==> config.mk <==
export PLATFORM = sky130hd
export DESIGN_NAME = pcmb_queue
export DESIGN_NICKNAME = d
export VERILOG_FILES = /design/src/hw/rtl/pcmb_pkg.sv /design/src/hw/rtl/pcmb_queue.sv
export SDC_FILE = /design/constraint.sdc
export NUM_CORES = 1
export LEC_CHECK = 0
export BUFFER_PORTS_ARGS = -buffer_cell sky130_fd_sc_hd__buf_2
export CAP_MARGIN = 15
export CORE_MARGIN = 4
export CORE_UTILIZATION = 57
export DETAILED_ROUTE_END_ITERATION = 10
export PLACE_DENSITY = 0.79
export SETUP_SLACK_MARGIN = 0.02
export SKIP_LAST_GASP = 1
export SLEW_MARGIN = 20
export SYNTH_ARGS = -nofsm -noshare
export SYNTH_HDL_FRONTEND = slang
export SYNTH_SLANG_ARGS = --single-unit
==> constraint.sdc <==
create_clock -name clk -period 6.94 [get_ports clk]
set_input_delay 0.694 -clock clk [delete_from_list [all_inputs] [get_ports clk]]
set_output_delay 0.694 -clock clk [all_outputs]
set_load 0.02 [all_outputs]
==> src/hw/rtl/pcmb_pkg.sv <==
// ---------------------------------------------------------------------------
// pcmb_pkg: shared types and constants of the point cloud morph blender
// Codes, payload structs and the restoring-division step used by the front.
// ---------------------------------------------------------------------------
package pcmb_pkg;

    localparam int MAX_POINTS_DEF = 1024;
    localparam int IDX_W          = 10;
    localparam int CNT_W          = 11;
    localparam int WGT_W          = 17;
    localparam int WQ_W           = 16;
    localparam int FRONT_STAGES   = WQ_W + 1;
    localparam int QUEUE_DEPTH    = 4;
    localparam int ONE_Q16        = 65536;

    // opcodes of an input beat
    localparam logic [1:0] OP_LOAD_A = 2'd0;
    localparam logic [1:0] OP_LOAD_B = 2'd1;
    localparam logic [1:0] OP_CALC   = 2'd2;

    // result status
    localparam logic [1:0] ST_OK    = 2'd0;
    localparam logic [1:0] ST_RANGE = 2'd1;
    localparam logic [1:0] ST_EMPTY = 2'd2;

    // register indexes (paddr[3:2])
    localparam logic [1:0] REG_MODE    = 2'd0;
    localparam logic [1:0] REG_FACTOR  = 2'd1;
    localparam logic [1:0] REG_COUNT_A = 2'd2;
    localparam logic [1:0] REG_COUNT_B = 2'd3;

    typedef enum logic [1:0] {
        KIND_LOAD_A,
        KIND_LOAD_B,
        KIND_CALC
    } kind_t;

    // one point, x in the lowest bits
    typedef struct packed {
        logic [7:0]         blue;
        logic [7:0]         green;
        logic [7:0]         red;
        logic signed [31:0] z;
        logic signed [31:0] y;
        logic signed [31:0] x;
    } pt_t;

    typedef struct packed {
        logic             mode;
        logic [WGT_W-1:0] factor;
        logic [CNT_W-1:0] count_a;
        logic [CNT_W-1:0] count_b;
    } cfg_t;

    // command handed from front to back
    typedef struct packed {
        kind_t            kind;
        logic [IDX_W-1:0] addr_a;
        logic [IDX_W-1:0] addr_b;
        logic [WGT_W-1:0] wgt;
        logic [1:0]       status;
        pt_t              pt;
    } cmd_t;

    // one restoring-division step: returns {quotient bit, new remainder}
    function automatic logic [CNT_W:0] div_step(input logic [CNT_W-1:0] rem,
                                                input logic bit_in,
                                                input logic [CNT_W-1:0] d);
        logic [CNT_W:0] sh;
        sh = {rem, bit_in};
        if (sh >= {1'b0, d})
            return {1'b1, CNT_W'(sh - {1'b0, d})};
        else
            return {1'b0, sh[CNT_W-1:0]};
    endfunction

endpackage

==> src/hw/rtl/pcmb_queue.sv <==
// ---------------------------------------------------------------------------
// pcmb_queue: short command queue between front and back
// Flop-based FIFO, depth a power of two.
// ---------------------------------------------------------------------------
module pcmb_queue import pcmb_pkg::*; #(
    parameter int DEPTH = QUEUE_DEPTH
) (
    input  logic clk,
    input  logic rst_n,
    input  logic push,
    input  cmd_t push_cmd,
    input  logic pop,
    output cmd_t head,
    output logic full,
    output logic empty
);

    localparam int PW = $clog2(DEPTH);

    cmd_t          mem_reg [DEPTH];
    logic [PW-1:0] wr_ptr_reg;
    logic [PW-1:0] rd_ptr_reg;
    logic [PW:0]   cnt_reg;

    assign full  = (cnt_reg == (PW+1)'(DEPTH));
    assign empty = (cnt_reg == '0);
    assign head  = mem_reg[rd_ptr_reg];

    // storage
    always_ff @(posedge clk)
    begin
        if (push)
            mem_reg[wr_ptr_reg] <= push_cmd;
    end

    // pointers and fill level
    always_ff @(posedge clk or negedge rst_n)
    begin
        if (!rst_n)
        begin
            wr_ptr_reg <= '0;
            rd_ptr_reg <= '0;
            cnt_reg    <= '0;
        end
        else
        begin
            if (push)
                wr_ptr_reg <= wr_ptr_reg + PW'(1);
            if (pop)
                rd_ptr_reg <= rd_ptr_reg + PW'(1);
            if (push && !pop)
                cnt_reg <= cnt_reg + (PW+1)'(1);
            else if (pop && !push)
                cnt_reg <= cnt_reg - (PW+1)'(1);
        end
    end

    a_no_overflow: assert property (@(posedge clk) disable iff (!rst_n) !(push && full))
        else $error("queue push while full");
    a_no_underflow: assert property (@(posedge clk) disable iff (!rst_n) !(pop && empty))
        else $error("queue pop while empty");
    a_level: assert property (@(posedge clk) disable iff (!rst_n)
        (push && !pop) |=> (cnt_reg == $past(cnt_reg) + (PW+1)'(1)))
        else $error("queue level lost a beat");

endmodule

### Word-level counts from Yosys, hierarchy flattened

Memories as Yosys holds them, arrays and structs flattened.
Index checks and enable logic that the tools add are counted.

* register bits after elaboration: 7
* bits in writable memories: 644
* word-level logic and storage cells: 19
* memories kept: 1

Memory list
* mem_reg: depth 4, width 161, read ports 1, clocked after memory_dff 0, write ports 1, RTL line pcmb_queue.sv:20 `cmd_t mem_reg [DEPTH];`

* $add $sub $neg: 4
* equality and inequality tests: 1
* multiplexer cells: 4
* reduce and logical (&&, ||, !) cells: 6

Operators by type and width (count)
* 3-bit 2-to-1 mux: 2
* 2-bit by 1-bit adder with 2-bit output (second input constant): 2
* 3-bit by 1-bit adder with 3-bit output (second input constant): 1
* 3-bit equality test (second input constant): 1
* 3-bit logical NOT: 1
* 3-bit by 1-bit subtractor with 3-bit output (second input constant): 1
* 1-bit logical AND: 2
* 1-bit logical NOT: 2
* 1-bit 2-to-1 mux: 2
* 2-bit nonzero test: 1

### Depth between registers and ports, before layout

Gate-level depths: netlist of run 1.

* depth in word-level cells: 4
* mapped depth: 7
* mapped depth without buffers: 7

### Worst setup path before layout of run 1

Ideal clock, no wire load.

* kind: input to register
* start point: input port push
* end point: memory mem_reg[1][0] (netlist bit), enable pin
* library setup time: 540 ps
* arrival time: 4362 ps
* data required time: 6400 ps
* slack: 2038 ps
* stages: 1
* path buffers: 0
* cell sequence: and2_1

* word-level cells in the longest chain between the ends: 2

RTL lines
* start, declared: RTL line pcmb_queue.sv:10 `input logic push,`
* 1-bit 2-to-1 mux: RTL line pcmb_queue.sv:32 `if (push)`
* 1-bit 2-to-1 mux (not written as such): RTL line pcmb_queue.sv:33 `mem_reg[wr_ptr_reg] <= push_cmd;`
* end, declared: RTL line pcmb_queue.sv:20

No other way between the ends.

==> results of run 1 <==
final cells by class:
| cell class | instances | area [um^2] |
|---|---|---|
| clock inverters | 22 | 161 |
| inverters | 4 | 15.0 |
| repair buffers | 336 | 1770 |
| clock buffers | 81 | 1620 |
| fillers | 2461 | 13200 |
| well taps | 532 | 666 |
| flip-flops and latches | 651 | 19500 |
| multi-input cells | 184 | 3840 |
| diodes | 5 | 12.5 |
what timing repair did:
action                                 CTS  global route
buffers inserted                         0             0
endpoints found under the hold margin    7             0
hold buffers                             1             0
resized for setup                        0             0
routing by layer:
layer / share of wire, % / vias up / routed length [um]
met5: 0.13 / - / 58
met4: 2.3 / 10 / 1040
met3: 8.8 / 80 / 3870
met2: 50 / 376 / 22300
met1: 38 / 5380 / 16900
li1: - / 4522 / -
cell families (layout without fill, tap and decap cells):
| group | after synthesis | in the layout | synth area share, % |
|---|---|---|---|
| compound gates | 1 | 1 | 0.0212 |
| mux | 162 | 162 | 15.4 |
| flops | 651 | 651 | 82.7 |
| other cells | 0 | 5 | 0 |
| xor+xnor | 6 | 6 | 0.223 |
| buf+inv | 40 | 443 | 1.04 |
| simple gates | 9 | 9 | 0.207 |
| fa+ha+maj | 6 | 6 | 0.350 |
critical path, stage by stage (launching register included):
cell     delay, ns
dfrtp_4       0.93
buf_4         0.78
mux4_2        0.62
buf_2         0.19
path summary, 6_finish.rpt:
kind	startpoint	to	slack, ns
setup reg to reg	wr_ptr_reg[0]	mem_reg[0][48]	4.53
setup / recovery	rd_ptr_reg[0]	head[41]	3.03
hold reg to reg	cnt_reg[2]	cnt_reg[2]	0.51
hold / removal	push_cmd[139]	mem_reg[0][139]	0.31
min in group asynchronous	rst_n	cnt_reg[2]	0.46
max in group asynchronous	rst_n	rd_ptr_reg[1]	6.29
through the flow:
step,instance area (um^2),hold slack (ns)
2_1_floorplan,23600,0.398
3_3_place_gp,25800,0.470
3_5_place_dp,25800,0.491
4_1_cts,27600,0.268
5_1_grt,27600,0.275
6_report,27600,0.311
power breakdown:
part | leakage [nW] | switching [W] | internal [W]
sequential | 6.00 | 0.000273 | 0.00515
clock | 0.869 | 0.00129 | 0.00170
combinational | 2.49 | 0.00223 | 0.00149
total | 9.36 | 0.00379 | 0.00834
cells in the mapped netlist:
master	count	area (um^2)
xnor2_1	2	17.5
mux4_2	161	3630
nor3_1	1	5.00
nor3b_1	1	7.51
xor2_1	4	35.0
buf_4	1	7.51
and2_1	4	25.0
ha_1	5	62.6
fa_1	1	20.0
buf_6	9	101
mux2_2	1	11.3
dfrtp_1	7	175
buf_1	1	3.75
nor2_1	1	3.75
nand2_1	2	7.51
edfxtp_1	644	19300
o21ai_0	1	5.00
clkbuf_1	6	22.5
inv_1	4	15.0
buf_2	19	95.1
==> out/metrics.yaml, run 1 <==
drive_gt1_share_pct: 45.1
drtIter0Drc: 919
drv_slew: 0
dp_slack_ns: 3.54
chipWidth_um: 211
cts_buffer_depth: 3
fin_util_pct: 67.6
hp-class: "input pin to flip-flop"
synthToLayoutAreaGrowth_pct: 17.0
ys_seq_area_share_pct: 82.7
largest_register_ffs: 644
coreArea_um2: 40800
clock_latency_ns: 0.60
wire_per_inst_um: 24.3
grt_max_degree: 154
final_cells: 1815
cp_max_fo: 43
synth.cell_area_um2: 23600
worst_pin_slew_ns: 1.27
gr-usage-met2_pct: 31.9
p_per_area_nw_per_um2: 439
relSlewSlack_pct: 15.3
synth_cell_type_count: 20
drt_wl_total_mm: 44.2
ant_nets: 0
io_pins: 328
rsz0062_at_grt: "no"
dr.pass1.iters: 4
syn-num-nets: 1046
cts_tree: "yes"
portBuffers: 327
drc: 0
cts_max_level: 2
cp.required_ns: 6.25
nets: 1408
finalClockSkew_ns: 0.0115
cts_root_buf: "clkbuf_16"
grt_pass1_wl_mm: 67.0
maxCapViolations: 0
grt_pass1_vias: 10900
cts.sinks: 651
grt_usage_pct: 19.9
leakage_nw: 9.36
die-area_um2: 44700
fmax_ghz: 0.256
fp.dieH_um: 211
synth-seq-cells: 651
fin_crit_sh_pct: 56.3
grt_use_met1_pct: 27.4
hold_viol: 0
path_clk_slew_ns: 0.06
mostFrequentLayoutCell: "edfxtp_1"
syn_inst: 875
cts_made_buffers: 60
vdd_ir_drop_max_mv: 0.517
dp_cells: 1706
grt_antenna_before_repair: 7
whs_path_depth: 1
hpwl_mm: 25.5
cp-start-kind: "flip-flop"
end_kind: "primary output"
fin_crit_ns: 3.91
overflow: 0
final_cell_mix: "644 x edfxtp_1, 327 x buf_2, 161 x mux4_2"
worstPathArrival_ns: 3.22
power.total_w: 0.0121
synth_area_per_cell_um2: 27.0
grt.met3_usage_pct: 5.72
critical_path_class: "flip-flop to primary output"
r2r_cells: 4
num_rows: 74
setup_ws_ns: 3.03
gp_congestion: 0.741
final.setup.tns_ns: 0
busiest_layer: "met2"
ys_warn_count: 0
viasPerCell: 5.71
start_util_pct: 57.8
setup_viol: 0
via_count: 10400
outcome: "finished, final reports clean"
(Power assumes the default switching activity.)
==> inputs of run 2 (changes only) <==
==> constraint.sdc (replaced) <==
create_clock -name clk -period 3.9 [get_ports clk]
set_input_delay 0.39 -clock clk [delete_from_list [all_inputs] [get_ports clk]]
set_output_delay 0.39 -clock clk [all_outputs]
set_load 0.02 [all_outputs]
==> run 2 against run 1 <==
Register-to-register slack worse by 2.7 ns. Hold slack worse by 0.26 ns. Clock skew about the same. Count of clock-buffer cells in the layout up 4. Cell count up 10%. Sequential power up 78%. Critical endpoint is now head[43]. Critical path depth unchanged. Wire length up 11%. Sequential share of layout area down 4.7 points. First-iteration DRC count up 15%. Combinational power up 89%. Critical path type unchanged. Sequential cell count unchanged.
==> out/metrics.yaml, run 2 (synthesized netlist as in run 1, its figures left out) <==
portBuffers: 327  # unchanged
cts_buffer_depth: 3  # unchanged
cp-start-kind: "flip-flop"  # unchanged
wl_met3_mm: 3.76  # was 3.87 mm
setup_viol: 0  # unchanged
leakage_nw: 10.2  # was 9.36 nW
fp.dieH_um: 211  # unchanged
final.setup.tns_ns: 0  # unchanged
hpwl_mm: 27.3  # was 25.5 mm
die-area_um2: 44700  # unchanged
hold_viol: 0  # unchanged
fin_crit_ns: 3.07
fin_crit_sh_pct: 78.7
final_cell_mix: "644 x edfxtp_1, 327 x buf_2, 161 x mux4_2"  # unchanged
overflow: 0  # unchanged
outcome: "finished, final reports clean"  # unchanged
cts_tree: "yes"  # unchanged
ant_nets: 0  # unchanged
end_kind: "primary output"  # unchanged
post-cts-setup-buffer-count: 0  # unchanged
coreArea_um2: 40800  # unchanged
drt_wl_total_mm: 49.2  # was 44.2 mm
slowest_stage: "dfrtp_4"  # unchanged
seq_area_um2: 19500  # unchanged
wl_met2_mm: 25.3  # was 22.3 mm
num_rows: 74  # unchanged
drtIter0Drc: 1055  # was 919
drc: 0  # unchanged
cp_cell_sequence: "buf_12, mux4_2, buf_2"  # was buf_4, mux4_2, buf_2
fmax_ghz: 0.326
finalClockSkew_ns: 0.0116  # was 0.0115 ns
grt_pass1_wl_mm: 74.2  # was 67.0 mm
cp.required_ns: 3.51  # was 6.25 ns
fin_util_pct: 72.4  # was 67.6%
p_per_area_nw_per_um2: 758  # was 439 nW/um^2
holdWs_ns: 0.0481  # was 0.311 ns
cts.sinks: 651  # unchanged
dr.pass1.iters: 5  # was 4
critical_path_class: "flip-flop to primary output"  # unchanged
wire_per_inst_um: 24.6  # was 24.3 um
r2r_slack_ns: 1.81  # was 4.53 ns
viasPerCell: 5.68  # was 5.71
cp_max_fo: 32  # was 43
place_area_um2: 26000  # was 25,800 um^2
synthToLayoutAreaGrowth_pct: 25.3  # was 17.0%
mostFrequentLayoutCell: "edfxtp_1"  # unchanged
worstPathArrival_ns: 2.68  # was 3.22 ns
maxCapViolations: 0  # unchanged
fill_cells: 2251  # was 2,461
cts_root_buf: "clkbuf_16"  # unchanged
multi_input_area_um2: 3840  # unchanged
drv_slew: 0  # unchanged
vdd_ir_drop_max_mv: 0.566  # was 0.517 mV
cp_top_family: "flip-flops"  # was buffers and inverters
start_util_pct: 57.8  # unchanged
cts_made_buffers: 61  # was 60
cts_max_level: 2  # unchanged
dp_slack_ns: 1.42  # was 3.54 ns
wl_met1_mm: 18.9  # was 16.9 mm
largest_register_ffs: 644  # unchanged
nets: 1579  # was 1,408
final_area_um2: 29500  # was 27,600 um^2
max_stage_delay_ns: 0.91  # was 0.93 ns
drive_gt1_share_pct: 41.0  # was 45.1%
clock_latency_ns: 0.60  # about the same
grt_antenna_before_repair: 7  # unchanged
path_clk_slew_ns: 0.06  # about the same
gp_congestion: 0.746  # was 0.741
setup_ws_ns: 0.830  # was 3.03 ns
via_count: 11400  # was 10,400
grt_max_degree: 102  # was 154
io_pins: 328  # unchanged
relSlewSlack_pct: 50.1  # was 15.3%
worst_pin_slew_ns: 0.749  # was 1.27 ns
routed.top_layer: "met5"  # unchanged
rsz0062_at_grt: "no"  # unchanged
path_buf_inv: 2  # unchanged
chipWidth_um: 211  # unchanged
hp-class: "input pin to flip-flop"  # unchanged
grt_usage_pct: 22.0  # was 19.9%
grt_pass1_vias: 12100  # was 10,900
==> run 2: worst reg2reg max path, stage by stage (launching register included) <==
cell and delay, ns:
dfrtp_1 0.42, inv_1 0.10, ha_1 0.15, and2_4 0.58
buf_12 0.41
==> run 2: through the flow <==
stage	cells	power, W
after floorplan	875	0.0144
after global placement	1719	0.0166
after detailed placement	1719	0.0167
after CTS	1992	0.0226
after global routing	1997	0.0234
final	2000	0.0224
==> run 2: final timing paths <==
path	start	to	cells after the start
hold / removal	push_cmd[126]	mem_reg[1][126]	1
min in group asynchronous	rst_n	cnt_reg[2]	2
max in group asynchronous	rst_n	rd_ptr_reg[1]	2
hold reg to reg	cnt_reg[2]	cnt_reg[2]	1
setup reg to reg	wr_ptr_reg[0]	mem_reg[2][37]	4
setup / recovery	rd_ptr_reg[0]	head[43]	3
==> run 2: per-layer routing <==
layer  vias up  track usage [%]
li1       4879                -
met1      5878             31.1
met2       517             35.6
met3        77             4.58
met4         4             7.17
met5         -                0
==> run 2: final cells by class <==
class,count,area share (%)
clock buffers,85,5.61
well taps,532,2.25
repair buffers,506,12.0
clock inverters,30,0.949
inverters,4,0.0508
flip-flops and latches,651,66.1
diodes,8,0.0678
multi-input cells,184,13.0
==> run 2: timing repair <==
action                                 in CTS  in global routing
endpoints found under the hold margin     626                  0
resized for setup                           0                  0
hold buffers                              158                  0
==> run 2: power breakdown <==
| part | switching [W] | internal [W] |
|---|---|---|
| combinational | 0.00413 | 0.00291 |
| clock | 0.00241 | 0.00330 |
| sequential | 0.000505 | 0.00915 |
==> inputs of run 3 (changes only) <==
==> constraint.sdc (replaced) <==
create_clock -name clk -period 2.9 [get_ports clk]
set_input_delay 0.29 -clock clk [delete_from_list [all_inputs] [get_ports clk]]
set_output_delay 0.29 -clock clk [all_outputs]
set_load 0.02 [all_outputs]
==> run 3 against run 2 <==
Via count increased by 1.6%. Global-route usage increased by 0.72 points. Register-to-register slack got worse by 0.76 ns. Critical endpoint is now head[48].
==> out/metrics.yaml, run 3 (synthesized netlist as in run 1, its figures left out) <==
outcome: "finished, final reports clean"  # unchanged
final.setup.tns_ns: 0  # unchanged
seq_power_share_pct: 41.6  # was 43.1%
viasPerCell: 5.73  # was 5.68
cts_made_buffers: 66  # was 61
max_stage_delay_ns: 0.79  # was 0.91 ns
grt_pass1_vias: 12500  # was 12,100
cts_max_level: 3  # was 2
drc: 0  # unchanged
grt_pass1_wl_mm: 76.0  # was 74.2 mm
largest_register_ffs: 644  # unchanged
grt_antenna_before_repair: 5  # was 7
p_clk_share_pct: 26.3  # was 25.5%
fp.dieH_um: 211  # unchanged
drt_wl_total_mm: 50.1  # was 49.2 mm
grt_max_degree: 68  # was 102
chipWidth_um: 211  # unchanged
worst_pin_slew_ns: 0.768  # was 0.749 ns
intPower_w: 0.0212  # was 0.0154 W
rsz0062_at_grt: "no"  # unchanged
end_kind: "primary output"  # unchanged
drive_gt1_share_pct: 41.7  # was 41.0%
cp_max_fo: 18  # was 32
wire_per_inst_um: 24.9  # was 24.6 um
clock_latency_ns: 0.58  # was 0.60 ns
num_rows: 74  # unchanged
setup_viol: 0  # unchanged
cp.required_ns: 2.61  # was 3.51 ns
io_pins: 328  # unchanged
critical_path_class: "flip-flop to primary output"  # unchanged
coreArea_um2: 40800  # unchanged
slowest_stage: "dfrtp_4"  # unchanged
cts.sinks: 651  # unchanged
die-area_um2: 44700  # unchanged
vdd_ir_drop_max_mv: 0.792  # was 0.566 mV
fmax_ghz: 0.376
post_cts_resized: 0  # unchanged
final_cell_mix: "644 x edfxtp_1, 327 x buf_2, 163 x dlygate4sd3_1"  # was 644 x edfxtp_1, 327 x buf_2, 161 x mux4_2
overflow: 0  # unchanged
p_comb_share_pct: 32.1  # was 31.4%
cts_tree: "yes"  # unchanged
relSlewSlack_pct: 48.8  # was 50.1%
power.total_w: 0.0309  # was 0.0224 W
cts_root_buf: "clkbuf_16"  # unchanged
hpwl_mm: 28.1  # was 27.3 mm
fin_crit_ns: 2.66
p_per_area_nw_per_um2: 1030  # was 758 nW/um^2
mostFrequentLayoutCell: "edfxtp_1"  # unchanged
nets: 1598  # was 1,579
via_count: 11500  # was 11,400
cp_cell_sequence: "buf_12, mux4_2, buf_2"  # unchanged
worstPathArrival_ns: 2.37  # was 2.68 ns
grt_usage_pct: 22.7  # was 22.0%
drv_slew: 0  # unchanged
path_clk_slew_ns: 0.05  # was 0.06 ns
drtIter0Drc: 968  # was 1,055
fin_crit_sh_pct: 91.6
leakage_nw: 10.3  # was 10.2 nW
portBuffers: 327  # unchanged
cp-start-kind: "flip-flop"  # unchanged
finalClockSkew_ns: 0.0209  # was 0.0116 ns
synthToLayoutAreaGrowth_pct: 26.6  # was 25.3%
ant_nets: 0  # unchanged
gp_congestion: 0.748  # was 0.746
cts_buffer_depth: 3  # unchanged
hold_viol: 0  # unchanged
switching_share_pct: 31.4  # was 31.5%
hp-class: "input pin to flip-flop"  # unchanged
dr.pass1.iters: 5  # unchanged
p_switching_w: 0.00971  # was 0.00705 W
start_util_pct: 57.8  # unchanged
maxCapViolations: 0  # unchanged
## run 3: cell count changes in the layout (fill, tap and decap cells not counted), sizes merged
cell and change:
buf +9, bufinv +1, clkbuf -7, clkinv +5
clkinvlp +2, diode -3, dlygate4sd3 +5
## run 3: layout make-up
type	count	area [um^2]
antenna	5	12.5
clock buffer	78	1720
clock inverter	38	344
fill	2181	11000
inverter	4	15.0
multi-input combinational	184	3840
sequential	651	19500
tap	532	666
timing repair buffer	520	3760
## run 3: power groups by stage
stage | clock network, W | registers (W) | logic (W)
after global routing | 0.00875 | 0.0130 | 0.0105
after floorplan | 0 | 0.0128 | 0.00654
after detailed placement | 0 | 0.0131 | 0.00967
after CTS | 0.00825 | 0.0128 | 0.0100
after global placement | 0 | 0.0129 | 0.00962
final | 0.00812 | 0.0128 | 0.00992
## run 3: final timing paths
path	start	to	slack [ns]	cells past startpoint
max	rd_ptr_reg[0]	head[48]	0.24	3
min	push	wr_ptr_reg[0]	0.07	2
max reg2reg	wr_ptr_reg[1]	mem_reg[1][151]	1.05	4
min reg2reg	cnt_reg[2]	cnt_reg[2]	0.50	1
max in group asynchronous	rst_n	rd_ptr_reg[0]	2.58	2
min in group asynchronous	rst_n	cnt_reg[2]	0.13	2
## run 3: per-stage QoR
stage	util, %	hold slack (ns)	cell area [um^2]	instances	setup WS, ns
after detailed placement	64.0	0.143	26100	1727	0.580
after floorplan	-	-0.00559	23600	875	0.704
after global routing	73.1	0.0454	29900	2011	0.121
after CTS	73.1	0.0168	29900	2007	0.154
final	73.2	0.0674	29900	2012	0.242
after global placement	64.0	0.127	26100	1727	0.605
## run 3: critical path: cells and delay by family (launching register included)
| kind | cells | cell delay [ns] |
|---|---|---|
| flops | 1 | 0.79 |
| mux | 1 | 0.55 |
| buf+inv | 2 | 0.44 |
## run 3: per-layer routing
metal  part of all wire, %  track usage, %  vias to the layer above
met4                   2.8            6.80                        0
met2                    51            37.2                      564
met3                   9.1            6.68                       96
met1                    37            30.4                     5947
met5                     0               0                        -
li1                      -               -                     4928
## run 3: timing repair
item	in CTS	in global routing
hold buffers	163	0
hold endpoints to repair	653	0
buffers inserted	1	0
setup endpoints to repair	70	0
